[config.mk]
export PLATFORM = sky130hd
export DESIGN_NAME = dram_act_to_column_latency_monitor
export DESIGN_NICKNAME = d
export VERILOG_FILES = /design/src/hdl/dalm_pkg.sv /design/src/hdl/dalm_queue.sv /design/src/hdl/dalm_front.sv /design/src/hdl/dalm_back.sv /design/src/hdl/dram_act_to_column_latency_monitor.sv
export SDC_FILE = /design/constraint.sdc
export NUM_CORES = 2
export LEC_CHECK = 0
export BUFFER_PORTS_ARGS = -buffer_cell sky130_fd_sc_hd__buf_2
export CAP_MARGIN = 20
export CORE_MARGIN = 2
export CORE_UTILIZATION = 55
export DETAILED_ROUTE_END_ITERATION = 16
export PLACE_DENSITY = 0.72
export SETUP_SLACK_MARGIN = 0.2
export SYNTH_ARGS = -nofsm -noshare
export SYNTH_HDL_FRONTEND = slang
export SYNTH_SLANG_ARGS = --single-unit
[constraint.sdc]
create_clock -name clk -period 12.67 [get_ports clk]
set_input_delay 2.534 -clock clk [delete_from_list [all_inputs] [get_ports clk]]
set_output_delay 2.534 -clock clk [all_outputs]
set_load 0.05 [all_outputs]
[src/hdl/dalm_pkg.sv]
package dalm_pkg;

  // Field widths.
  localparam int TIME_W  = 56;
  localparam int TICK_W  = 40;
  localparam int SCALE_W = 16;
  localparam int BANK_W  = 4;
  localparam int KIND_W  = 3;

  // The tick count is split in two for the scale multiplication.
  localparam int TICK_LO_W = 24;
  localparam int TICK_HI_W = TICK_W - TICK_LO_W;

  // Default configuration and sizing.
  localparam int BANK_COUNT_DEF = 8;
  localparam int MID_DEPTH_DEF  = 4;
  localparam int OUT_DEPTH_DEF  = 4;
  localparam logic [SCALE_W-1:0] SCALE_RESET = 16'd1;

  // Command kinds.
  localparam logic [KIND_W-1:0] CMD_ACT   = 3'd0;
  localparam logic [KIND_W-1:0] CMD_RD    = 3'd1;
  localparam logic [KIND_W-1:0] CMD_RDA   = 3'd2;
  localparam logic [KIND_W-1:0] CMD_WR    = 3'd3;
  localparam logic [KIND_W-1:0] CMD_WRA   = 3'd4;
  localparam logic [KIND_W-1:0] CMD_OTHER = 3'd5;

  // Classified command between the front and the back.
  typedef struct packed {
    logic [TIME_W-1:0] now;
    logic [BANK_W-1:0] bank;
    logic              is_act;
  } mid_item_t;

  // One result.
  typedef struct packed {
    logic [TIME_W-1:0] latency;
    logic [TIME_W-1:0] interval_start;
    logic [TIME_W-1:0] interval_length;
    logic [TIME_W-1:0] min_latency;
    logic [TIME_W-1:0] max_latency;
  } result_t;

  // Occupancy of the back pipeline stages.
  typedef struct packed {
    logic stage1;
    logic stage2;
  } back_busy_t;

endpackage

[src/hdl/dalm_queue.sv]
module dalm_queue #(
  parameter int DEPTH = dalm_pkg::MID_DEPTH_DEF,
  parameter int WIDTH = 8
) (
  input  logic                       clk,
  input  logic                       rst_n,
  input  logic                       push,
  input  logic [WIDTH-1:0]           wdata,
  input  logic                       pop,
  output logic [WIDTH-1:0]           rdata,
  output logic                       empty,
  output logic [$clog2(DEPTH+1)-1:0] count
);

  localparam int PW = (DEPTH > 1) ? $clog2(DEPTH) : 1;
  localparam int CW = $clog2(DEPTH + 1);
  localparam logic [PW-1:0] LAST = PW'(DEPTH - 1);

  logic [WIDTH-1:0] mem_r [DEPTH];
  logic [PW-1:0]    wr_ptr_r;
  logic [PW-1:0]    rd_ptr_r;
  logic [CW-1:0]    count_r;
  logic             do_push;
  logic             do_pop;

  assign do_push = push;
  assign do_pop  = pop && (count_r != '0);
  assign rdata   = mem_r[rd_ptr_r];
  assign empty   = (count_r == '0);
  assign count   = count_r;

  // Storage array.
  always_ff @(posedge clk) begin
    if (do_push) begin
      mem_r[wr_ptr_r] <= wdata;
    end
  end

  // Pointers and fill count.
  always_ff @(posedge clk) begin
    if (!rst_n) begin
      wr_ptr_r <= '0;
      rd_ptr_r <= '0;
      count_r  <= '0;
    end else begin
      if (do_push) begin
        wr_ptr_r <= (wr_ptr_r == LAST) ? '0 : wr_ptr_r + 1'b1;
      end
      if (do_pop) begin
        rd_ptr_r <= (rd_ptr_r == LAST) ? '0 : rd_ptr_r + 1'b1;
      end
      if (do_push && !do_pop) begin
        count_r <= count_r + 1'b1;
      end else if (!do_push && do_pop) begin
        count_r <= count_r - 1'b1;
      end
    end
  end

endmodule

[src/hdl/dalm_front.sv]
module dalm_front #(
  parameter int BANK_COUNT = dalm_pkg::BANK_COUNT_DEF
) (
  input  logic                          clk,
  input  logic                          rst_n,
  input  logic                          cfg_wr,
  input  logic [dalm_pkg::SCALE_W-1:0]  cfg_data,
  input  logic                          accept,
  input  logic [dalm_pkg::TICK_W-1:0]   ticks,
  input  logic [dalm_pkg::BANK_W-1:0]   bank,
  input  logic [dalm_pkg::KIND_W-1:0]   kind,
  output logic                          item_valid,
  output dalm_pkg::mid_item_t           item
);
  import dalm_pkg::*;

  localparam int PROD_LO_W = TICK_LO_W + SCALE_W;
  localparam int PROD_HI_W = TICK_HI_W + SCALE_W;

  logic [SCALE_W-1:0]           scale_r;
  logic                         valid_r;
  logic [TICK_LO_W+SCALE_W-1:0] prod_lo_r;
  logic [TICK_HI_W+SCALE_W-1:0] prod_hi_r;
  logic [BANK_W-1:0]            bank_r;
  logic                         is_act_r;
  logic                         bank_ok;
  logic                         kind_ok;

  // Scale register.
  always_ff @(posedge clk) begin
    if (!rst_n) begin
      scale_r <= SCALE_RESET;
    end else if (cfg_wr) begin
      scale_r <= cfg_data;
    end
  end

  // Only activates and column commands to banks in range reach the back.
  always_comb begin
    bank_ok = ({1'b0, bank} < (BANK_W + 1)'(BANK_COUNT));
    kind_ok = (kind inside {CMD_ACT, CMD_RD, CMD_RDA, CMD_WR, CMD_WRA});
  end

  // Valid flag of the multiply stage.
  always_ff @(posedge clk) begin
    if (!rst_n) begin
      valid_r <= 1'b0;
    end else begin
      valid_r <= accept && bank_ok && kind_ok;
    end
  end

  // Two partial products of the tick-to-picosecond scaling.
  always_ff @(posedge clk) begin
    if (accept) begin
      prod_lo_r <= PROD_LO_W'(ticks[TICK_LO_W-1:0]) * PROD_LO_W'(scale_r);
      prod_hi_r <= PROD_HI_W'(ticks[TICK_W-1:TICK_LO_W]) * PROD_HI_W'(scale_r);
      bank_r    <= bank;
      is_act_r  <= (kind == CMD_ACT);
    end
  end

  // Sum of the partial products, truncated to the time width.
  assign item_valid  = valid_r;
  assign item.now    = TIME_W'(prod_lo_r) + {prod_hi_r, {TICK_LO_W{1'b0}}};
  assign item.bank   = bank_r;
  assign item.is_act = is_act_r;

endmodule

[src/hdl/dalm_back.sv]
module dalm_back #(
  parameter int BANK_COUNT = dalm_pkg::BANK_COUNT_DEF
) (
  input  logic                 clk,
  input  logic                 rst_n,
  input  logic                 take,
  input  dalm_pkg::mid_item_t  item,
  output dalm_pkg::back_busy_t busy,
  output logic                 res_valid,
  output dalm_pkg::result_t    res
);
  import dalm_pkg::*;

  localparam int IDX_W = (BANK_COUNT > 1) ? $clog2(BANK_COUNT) : 1;

  logic [TIME_W-1:0] act_r [BANK_COUNT];
  logic [TIME_W-1:0] prev_r;
  logic [TIME_W-1:0] min_r;
  logic [TIME_W-1:0] max_r;
  logic [TIME_W-1:0] min_nxt;
  logic [TIME_W-1:0] max_nxt;
  logic              b1_valid_r;
  logic [TIME_W-1:0] b1_latency_r;
  logic [TIME_W-1:0] b1_start_r;
  logic [TIME_W-1:0] b1_length_r;
  logic              b2_valid_r;
  result_t           b2_r;
  logic [IDX_W-1:0]  idx;
  logic [TIME_W-1:0] act_sel;
  logic              emit;

  // Activate table lookup; a stored zero means no activate.
  always_comb begin
    idx     = item.bank[IDX_W-1:0];
    act_sel = act_r[idx];
    emit    = take && !item.is_act && (act_sel != '0);
  end

  // Activate table, previous result time and stage valid flags.
  always_ff @(posedge clk) begin
    if (!rst_n) begin
      for (int i = 0; i < BANK_COUNT; i++) begin
        act_r[i] <= '0;
      end
      prev_r     <= '0;
      b1_valid_r <= 1'b0;
      b2_valid_r <= 1'b0;
    end else begin
      if (take && item.is_act) begin
        act_r[idx] <= item.now;
      end else if (emit) begin
        act_r[idx] <= '0;
      end
      if (emit) begin
        prev_r <= item.now;
      end
      b1_valid_r <= emit;
      b2_valid_r <= b1_valid_r;
    end
  end

  // Stage one: latency and interval.
  always_ff @(posedge clk) begin
    if (emit) begin
      b1_latency_r <= item.now - act_sel;
      b1_start_r   <= prev_r;
      b1_length_r  <= item.now - prev_r;
    end
  end

  // Running extremes including the current latency.
  always_comb begin
    min_nxt = (b1_latency_r < min_r) ? b1_latency_r : min_r;
    max_nxt = (b1_latency_r > max_r) ? b1_latency_r : max_r;
  end

  always_ff @(posedge clk) begin
    if (!rst_n) begin
      min_r <= '1;
      max_r <= '0;
    end else if (b1_valid_r) begin
      min_r <= min_nxt;
      max_r <= max_nxt;
    end
  end

  // Stage two: finished result.
  always_ff @(posedge clk) begin
    if (b1_valid_r) begin
      b2_r.latency         <= b1_latency_r;
      b2_r.interval_start  <= b1_start_r;
      b2_r.interval_length <= b1_length_r;
      b2_r.min_latency     <= min_nxt;
      b2_r.max_latency     <= max_nxt;
    end
  end

  assign busy.stage1 = b1_valid_r;
  assign busy.stage2 = b2_valid_r;
  assign res_valid   = b2_valid_r;
  assign res         = b2_r;

endmodule

[src/hdl/dram_act_to_column_latency_monitor.sv]
// Activate-to-column latency monitor. Push one decoded DRAM command per clock (timestamp in
// ticks, bank, kind); the block takes a new command every cycle as long as the result queue
// is drained. Each read or write that hits a bank with a recorded activate yields one result,
// popped from the out_ side after it has passed the tick-to-picosecond multiply, the command
// queue, the two latency and min/max stages and the result queue. The one-per-cycle rate is
// set by the activate table, which is read and updated by a single stage each clock. Scale
// writes on cfg_ are accepted at any time but must only be made while no command is in flight.
// No clearing pass follows reset.
module dram_act_to_column_latency_monitor #(
  parameter int BANK_COUNT = dalm_pkg::BANK_COUNT_DEF,
  parameter int MID_DEPTH  = dalm_pkg::MID_DEPTH_DEF,
  parameter int OUT_DEPTH  = dalm_pkg::OUT_DEPTH_DEF
) (
  input  logic                          clk,
  input  logic                          rst_n,
  input  logic                          cfg_valid,
  output logic                          cfg_ready,
  input  logic [dalm_pkg::SCALE_W-1:0]  cfg_data,
  input  logic                          in_push,
  output logic                          in_full,
  input  logic [dalm_pkg::TICK_W-1:0]   in_timestamp_ticks,
  input  logic [dalm_pkg::BANK_W-1:0]   in_bank,
  input  logic [dalm_pkg::KIND_W-1:0]   in_command_kind,
  output logic                          out_empty,
  input  logic                          out_pop,
  output logic [dalm_pkg::TIME_W-1:0]   out_latency_ps,
  output logic [dalm_pkg::TIME_W-1:0]   out_interval_start_ps,
  output logic [dalm_pkg::TIME_W-1:0]   out_interval_length_ps,
  output logic [dalm_pkg::TIME_W-1:0]   out_min_latency_ps,
  output logic [dalm_pkg::TIME_W-1:0]   out_max_latency_ps
);
  import dalm_pkg::*;

  localparam int MID_CW = $clog2(MID_DEPTH + 1);
  localparam int OUT_CW = $clog2(OUT_DEPTH + 1);
  localparam int MID_W  = $bits(mid_item_t);
  localparam int RES_W  = $bits(result_t);

  logic              accept;
  logic              front_valid;
  mid_item_t         front_item;
  logic              mid_empty;
  logic [MID_CW-1:0] mid_count;
  logic [MID_W-1:0]  mid_rdata;
  mid_item_t         mid_head;
  logic              back_take;
  back_busy_t        back_busy;
  logic              res_valid;
  result_t           res;
  logic [RES_W-1:0]  out_rdata;
  result_t           out_head;
  logic [OUT_CW-1:0] out_count;
  logic [OUT_CW+1:0] out_pending;

  assign cfg_ready = 1'b1;
  assign accept    = in_push && !in_full;

  // Credit check: the command queue must hold everything in the multiply stage.
  assign in_full = ({1'b0, mid_count} + (MID_CW + 1)'(front_valid))
                   >= (MID_CW + 1)'(MID_DEPTH);

  dalm_front #(
    .BANK_COUNT (BANK_COUNT)
  ) u_front (
    .clk        (clk),
    .rst_n      (rst_n),
    .cfg_wr     (cfg_valid && cfg_ready),
    .cfg_data   (cfg_data),
    .accept     (accept),
    .ticks      (in_timestamp_ticks),
    .bank       (in_bank),
    .kind       (in_command_kind),
    .item_valid (front_valid),
    .item       (front_item)
  );

  dalm_queue #(
    .DEPTH (MID_DEPTH),
    .WIDTH (MID_W)
  ) u_mid_queue (
    .clk   (clk),
    .rst_n (rst_n),
    .push  (front_valid),
    .wdata (front_item),
    .pop   (back_take),
    .rdata (mid_rdata),
    .empty (mid_empty),
    .count (mid_count)
  );

  assign mid_head = mid_rdata;

  // Credit check: the result queue must hold everything in the back stages.
  assign out_pending = (OUT_CW + 2)'(out_count) + (OUT_CW + 2)'(back_busy.stage1)
                       + (OUT_CW + 2)'(back_busy.stage2);
  assign back_take   = !mid_empty && (out_pending < (OUT_CW + 2)'(OUT_DEPTH));

  dalm_back #(
    .BANK_COUNT (BANK_COUNT)
  ) u_back (
    .clk       (clk),
    .rst_n     (rst_n),
    .take      (back_take),
    .item      (mid_head),
    .busy      (back_busy),
    .res_valid (res_valid),
    .res       (res)
  );

  dalm_queue #(
    .DEPTH (OUT_DEPTH),
    .WIDTH (RES_W)
  ) u_out_queue (
    .clk   (clk),
    .rst_n (rst_n),
    .push  (res_valid),
    .wdata (res),
    .pop   (out_pop),
    .rdata (out_rdata),
    .empty (out_empty),
    .count (out_count)
  );

  // Result ports.
  assign out_head               = out_rdata;
  assign out_latency_ps         = out_head.latency;
  assign out_interval_start_ps  = out_head.interval_start;
  assign out_interval_length_ps = out_head.interval_length;
  assign out_min_latency_ps     = out_head.min_latency;
  assign out_max_latency_ps     = out_head.max_latency;

  // The command queue is never written while it holds MID_DEPTH items.
  a_mid_no_overflow: assert property (@(posedge clk) disable iff (!rst_n)
    front_valid |-> (mid_count < MID_CW'(MID_DEPTH)))
    else $error("command queue overflow");

  // The result queue is never written while it holds OUT_DEPTH items.
  a_out_no_overflow: assert property (@(posedge clk) disable iff (!rst_n)
    res_valid |-> (out_count < OUT_CW'(OUT_DEPTH)))
    else $error("result queue overflow");

  // A finished result lies between its own running extremes.
  a_extremes: assert property (@(posedge clk) disable iff (!rst_n)
    res_valid |-> ((res.min_latency <= res.latency) && (res.latency <= res.max_latency)))
    else $error("result outside running min/max");

  // A result leaves the back after its taken command has passed stage one and stage two.
  a_back_timing: assert property (@(posedge clk) disable iff (!rst_n)
    res_valid |-> $past(back_take, 2))
    else $error("result without a taken command");

endmodule

After elaboration in Yosys (flattened, before gate mapping) --
Memories as Yosys holds them, arrays and structs flattened. A register that Yosys moved wholly into a read port is not among the register bits. Cells that the tools add are included.
Cells by class: add/sub/neg operators 14, $mul 2, $lt $le $gt $ge 5, equality and inequality tests 8, multiplexer cells 30, bitwise gates (word level) 1, reduce and logical (&&, ||, !) cells 30
Operator list (number):
- $mux 56 | 4
- $sub 56x56->56 | 2
- $add 40x56->56 | 1
- $gt 56x56->1 | 1
- $lt 56x56->1 | 1
- $reduce_bool 56->1 | 1
- $reduce_or 56->1 | 1
- $mul 24x16->40 | 1
- $mul 16x16->32 | 1
- $mux 2 | 8
- $mux 3 | 5
- $logic_and 1x1->1 | 13
- $mux 1 | 13
- $logic_not 3->1 | 3
- $add 2x1->2 const B | 4
- $add 3x1->4 | 2
- $eq 2x2->1 const B | 4
- $logic_not 1->1 | 7
- $add 3x1->3 const B | 2
- $eq 3x2->1 const B | 2
- $reduce_bool 3->1 | 2
- $sub 3x1->3 const B | 2
- $add 4x1->5 | 1
- $lt 5x3->1 const B | 1
- 7 further kinds | 8
Storage, ports and cells: register bits after elaboration 726, bits in writable memories 1812, input port bits 68, output and inout bits 283, word-level logic and storage cells 118, memories kept 3
Memories:
- u_out_queue.mem_r | depth 4, width 280, rd ports 1, clocked after Yosys merged registers in 1, write ports 1, RTL line dalm_queue.sv:19 | logic [WIDTH-1:0] mem_r [DEPTH];
- u_back.act_r | depth 8, width 56, rd ports 1, clocked after Yosys merged registers in 0, write ports 8, RTL line dalm_back.sv:16 | logic [TIME_W-1:0] act_r [BANK_COUNT];
- u_mid_queue.mem_r | depth 4, width 61, rd ports 1, clocked after Yosys merged registers in 1, write ports 1, RTL line dalm_queue.sv:19

Depth between registers and ports, before layout --
depth in word-level cells 13, gate-level depth with buffers 25, mapped depth without buffers 24

Modules after synthesis --
Synthesis repeated with hierarchy kept, for this count alone.
Unflattened totals: cell total of the unflattened synthesis 8764, area total of the unflattened synthesis 124174.1 µm²
Modules (own cells, without submodules):
- dalm_back | times used 1, cells each 4149, area an instance 49054.5 µm², seq. area each 30309.1 µm²
- dalm_queue at u_out_queue | times used 1, cells each 1507, area an instance 40824.2 µm², seq. area each 33812.4 µm²
- dalm_front | times used 1, cells each 2736, area an instance 24910.1 µm², seq. area each 2652.5 µm²
- dalm_queue at u_mid_queue | times used 1, cells each 364, area an instance 9320.2 µm², seq. area each 7507.2 µm²
- dram_act_to_column_latency_monitor | times used 1, cells each 8, area an instance 65.1 µm², seq. area each 0.0 µm²

Least setup slack after synthesis --
OpenSTA, ideal clock, no wires.
path type reg-to-reg, start point register u_back.b1_valid_r, end point register u_back.b1_latency_r[0] (enable), setup time 992 ps, arrival time 9545 ps, data required time 11678 ps, slack 2133 ps, stages on the path, launching flop included 9, path buffers 4, clock period less this slack 10537 ps, path through dfxtp_1 -> a21o_1 -> a211o_1 -> clkbuf_1 -> or3_1 -> buf_6 -> buf_12 -> buf_8 -> inv_1
Between the ends: word-level cells in the longest chain between the ends 6
RTL lines:
- start, declared | RTL line dalm_back.sv:22 | logic b1_valid_r;
- start signal, assigned | RTL line dalm_back.sv:57 | b1_valid_r <= emit;
- $add 3x1->4 | RTL line dram_act_to_column_latency_monitor.sv:94 | assign out_pending = (OUT_CW + 2)'(out_count) + (OUT_CW + 2)'(back_busy.stage1)
- $add 4x1->5 | RTL line dram_act_to_column_latency_monitor.sv:95 | + (OUT_CW + 2)'(back_busy.stage2);
- $lt 5x3->1 | RTL line dram_act_to_column_latency_monitor.sv:96 | assign back_take = !mid_empty && (out_pending < (OUT_CW + 2)'(OUT_DEPTH));
- $logic_and 1x1->1 | RTL line dram_act_to_column_latency_monitor.sv:96
- $logic_and 1x1->1 (2 in a row) | RTL line dalm_back.sv:36 | emit = take && !item.is_act && (act_sel != '0);
- named net u_back.emit | RTL line dalm_back.sv:30 | logic emit;
- end signal, assigned | RTL line dalm_back.sv:65 | b1_latency_r <= item.now - act_sel;
- end, declared | RTL line dalm_back.sv:23 | logic [TIME_W-1:0] b1_latency_r;
The timed path passes the listed nets, and every way through them passes these cells. A chain may end at the register's enable or synchronous reset.

Final worst setup path --
start point input in_timestamp_ticks[14] (netlist name), end point register u_front.prod_lo_r[38] (data pin)
Between the ends: word-level cells in the longest chain between the ends 1
RTL lines:
- start, declared | RTL line dram_act_to_column_latency_monitor.sv:21 | input logic [dalm_pkg::TICK_W-1:0] in_timestamp_ticks,
- $mul 24x16->40 | RTL line dalm_front.sv:56 | prod_lo_r <= PROD_LO_W'(ticks[TICK_LO_W-1:0]) * PROD_LO_W'(scale_r);
- end signal, assigned | RTL line dalm_front.sv:56
- end, declared | RTL line dalm_front.sv:22 | logic [TICK_LO_W+SCALE_W-1:0] prod_lo_r;
Every way passes these cells.

==> results.py <==
metrics = {
    "pwr": {
        "peakVddDrop_mv": 0.189,
        "powerDensity_mw_per_mm2": 252,
        "p_leak_nw": 52.5,
        "total_power_mw": 35.1,
    },
    "logic_synthesis": {
        "yosys.area.top_type": "edfxtp_1",
        "ys_seq_elements": 2537,
        "synth_fp_nets": 10100,
        "synthArstFlopShare": 0,
        "synthesis.instances": 9026,
        "avgSynthCellArea_um2": 14.0,
        "synth.cell_area_mm2": 0.126,
        "synth.area.top_cells": "edfxtp_1 56%, fa_1 8.0%, mux4_2 6.7%",
        "synth-edff-count": 2332,
        "yosys_warnings": 0,
        "ys_types": 83,
        "yosysTopAreaCellShare": 0.556,
        "yosysSeqAreaShare": 0.589,
        "ys.flop_type": "edfxtp_1",
    },
    "routing": {
        "antenna_left": 0,
        "remaining_drc_errors": 0,
        "wirelength_um": 307000,
        "vias": 74100,
        "drt-pass1-iter-count": 7,
        "routedWlPerCell_um": 24.5,
        "vias_per_cell": 5.91,
        "drt_iter0_markers": 7498,
    },
    "global_routing": {
        "track_usage": 0.263,
        "grt_pass1_wl_um": 460000,
        "grt_max_degree": 137,
        "antenna_found_initial": 10,
        "grt-ovfl-total": 0,
        "grt_pass1_vias": 74100,
    },
    "clock_network": {
        "cts_hold_buf": 0,
        "htreeDepth": 4,
        "clk_pin_slew_ns": 0.09,
        "clockBufferDepth": 3,
        "clockRootBuffer": "clkbuf_16",
        "clock_insertion_delay_worst_skew_ns": 0.94,
        "tritoncts": "built",
        "cts_made_buffers": 241,
        "postCtsSetupBuffers": 0,
        "postCtsResizedCells": 0,
        "cts_sinks": 2537,
    },
    "sta": {
        "setup_viol": 0,
        "fin_tns_setup_ns": 0,
        "worstMarginPinSlew_ns": 1.20,
        "slew_viol_final": 0,
        "slew_headroom": 0.188,
        "skew_ns": 0.0666,
        "whs_ns": 0.406,
        "rsz0062_at_grt": "no",
        "fin_crit_ns": 8.61,
        "max_freq_mhz": 116,
        "final-hold-violation-count": 0,
        "min_period_over_period": 0.680,
    },
    "die": {
        "placementRows": 175,
        "core_mm2": 0.227,
        "dieArea_mm2": 0.233,
        "io_pins": 351,
        "chipWidth_um": 483,
        "die_height_um": 483,
        "start_util": 0.554,
    },
    "critical_path": {
        "r2r_setup_slack_ns": 4.77,
        "r2r_cells": 24,
        "critPathKind": "in -> reg",
        "startpoint_type": "input pin",
        "rr_startpoint": "u_front.scale_r[5]$_SDFFE_PN0P_",
        "crit_start": "in_timestamp_ticks[14]",
        "worst-path-max-fanout": 16,
        "cp_data_arrival_time_ns": 9.26,
        "r2r-end": "u_front.prod_lo_r[38]$_DFFE_PP_",
        "required_ns": 13.31,
        "crit_path_end_kind": "flip-flop",
        "cp-endpoint": "u_front.prod_lo_r[38]$_DFFE_PP_",
    },
    "layout": {
        "area_growth_pct": 10.7,
        "drive_gt1_frac": 0.145,
        "layout_commonest_cell": "edfxtp_1",
        "post-route-util": 0.613,
        "final_nets": 10300,
        "final_cell_mix": "2332 x edfxtp_1, 972 x nand2_1, 870 x inv_1",
        "fin_cells": 12500,
    },
    "placement": {
        "dp_cells": 12100,
        "io_buffer_count": 349,
        "gp_congestion": 0.907,
        "hpwl_um": 202000,
    },
    "hold_path": {
        "hold_class": "reg -> reg",
    },
    "flow_run": {
        "max_cap_viol_count": 0,
    },
    "run_status": {
        "status": "finished, final reports clean",
    },
}
[final cells by class]
type,count,area (µm²)
fillers,16700,88100
well taps,3009,3760
repair buffers,453,2670
multi-input cells,5203,47100
clock buffers,308,6460
diodes,4,10.0
clock inverters,147,1910
flip-flops and latches,2537,74200
inverters,873,3290
[synth_stat cells, types with 7 or more instances]
cell / count
clkbuf_1: 314
nor2_1: 771
nor3_1: 48
nand4_1: 39
a221oi_1: 15
o21a_1: 44
a31oi_1: 20
and2_1: 270
a311o_1: 61
mux2_2: 116
xnor2_1: 116
a21oi_1: 197
o211ai_1: 14
inv_1: 871
and3_1: 26
and4_1: 10
o21bai_1: 18
a21o_1: 154
nor2b_1: 26
fa_1: 505
a21boi_0: 7
edfxtp_1: 2332
buf_2: 14
ha_1: 466
a211oi_1: 14
buf_1: 68
dfxtp_1: 205
mux2i_1: 370
o31ai_1: 12
nand2b_1: 34
buf_6: 8
or3_1: 16
nand3_1: 56
xor2_1: 68
mux4_2: 376
buf_4: 7
a221o_1: 10
a22oi_1: 7
nor4_1: 23
o21ai_0: 209
nand2_1: 976
[per-stage QoR]
stage | setup WS [ns] | cell area, µm²
final | 4.06 | 139000
after global routing | 3.61 | 139000
after CTS | 4.13 | 139000
after detailed placement | 3.17 | 131000
after global placement | 3.34 | 131000
after floorplan | 2.13 | 126000
[flip-flops by register name, summed over array words and instances (netlist names), 40 cells and up, named ones only]
name	cells
u_back.b1_latency_r	56
u_back.max_r	56
u_front.prod_lo_r	40
u_back.res	280
u_out_queue.mem_r	1120
u_back.b1_length_r	56
u_back.min_r	56
u_mid_queue.mem_r	240
u_back.b1_start_r	56
u_back.prev_r	56
u_back.act_r	448
[logic make-up (layout without fill, tap and decap cells)]
family | after synthesis | in the layout | share of synthesized area
xor+xnor | 184 | 184 | 0.0128
flops | 2537 | 2537 | 0.589
simple gates | 2322 | 2322 | 0.0802
mux | 863 | 863 | 0.107
fa+ha+maj | 971 | 971 | 0.127
compound gates | 862 | 862 | 0.0454
buf+inv | 1286 | 1781 | 0.0394
other cells | 1 | 5 | 0.0000298
[power by group]
group	switching, mW	internal [mW]	leakage [nW]
clock	3.18	4.31	4.06
sequential	1.19	11.6	23.5
combinational	9.57	5.33	25.0
[critical path, cell delays in order]
cell and delay, ns:
buf_2 0.28, nand2_1 0.13, fa_1 0.56, inv_1 0.06
fa_1 0.53, inv_1 0.05, fa_1 0.50, inv_1 0.05
fa_1 0.53, fa_1 0.51, inv_1 0.05, fa_1 0.47
inv_1 0.04, ha_1 0.33, a21o_1 0.20, a21o_1 0.20
a2111oi_0 0.43, a21oi_1 0.23, o31a_1 0.31, o21ai_0 0.29
a22oi_1 0.20, a41o_1 0.29, o41ai_1 0.34, xnor2_1 0.13
[per-layer routing]
metal  GRT usage  vias up  wire length (µm)
met5           0        -                35
li1            -    32800                 -
met3      0.0387      542             22600
met1       0.363    37600            124000
met4       0.105        6             13100
met2       0.423     3131            146000
[worst min path at each step]
stage / from / to / slack [ns] / cells after the start
floorplan: u_back.b1_length_r[0]$_DFFE_PP_ / u_back.res[112]$_DFFE_PP_ / 0.40 / 0
global placement: u_back.b1_start_r[49]$_DFFE_PP_ / u_back.res[217]$_DFFE_PP_ / 0.40 / 0
detailed placement: u_back.b1_length_r[21]$_DFFE_PP_ / u_back.res[133]$_DFFE_PP_ / 0.40 / 0
CTS: u_back.b1_length_r[10]$_DFFE_PP_ / u_back.res[122]$_DFFE_PP_ / 0.41 / 0
global route: u_back.b1_length_r[10]$_DFFE_PP_ / u_back.res[122]$_DFFE_PP_ / 0.41 / 0
finish: u_back.b1_length_r[10]$_DFFE_PP_ / u_back.res[122]$_DFFE_PP_ / 0.41 / 0
Note: power is estimated with default switching activity, not from simulation.
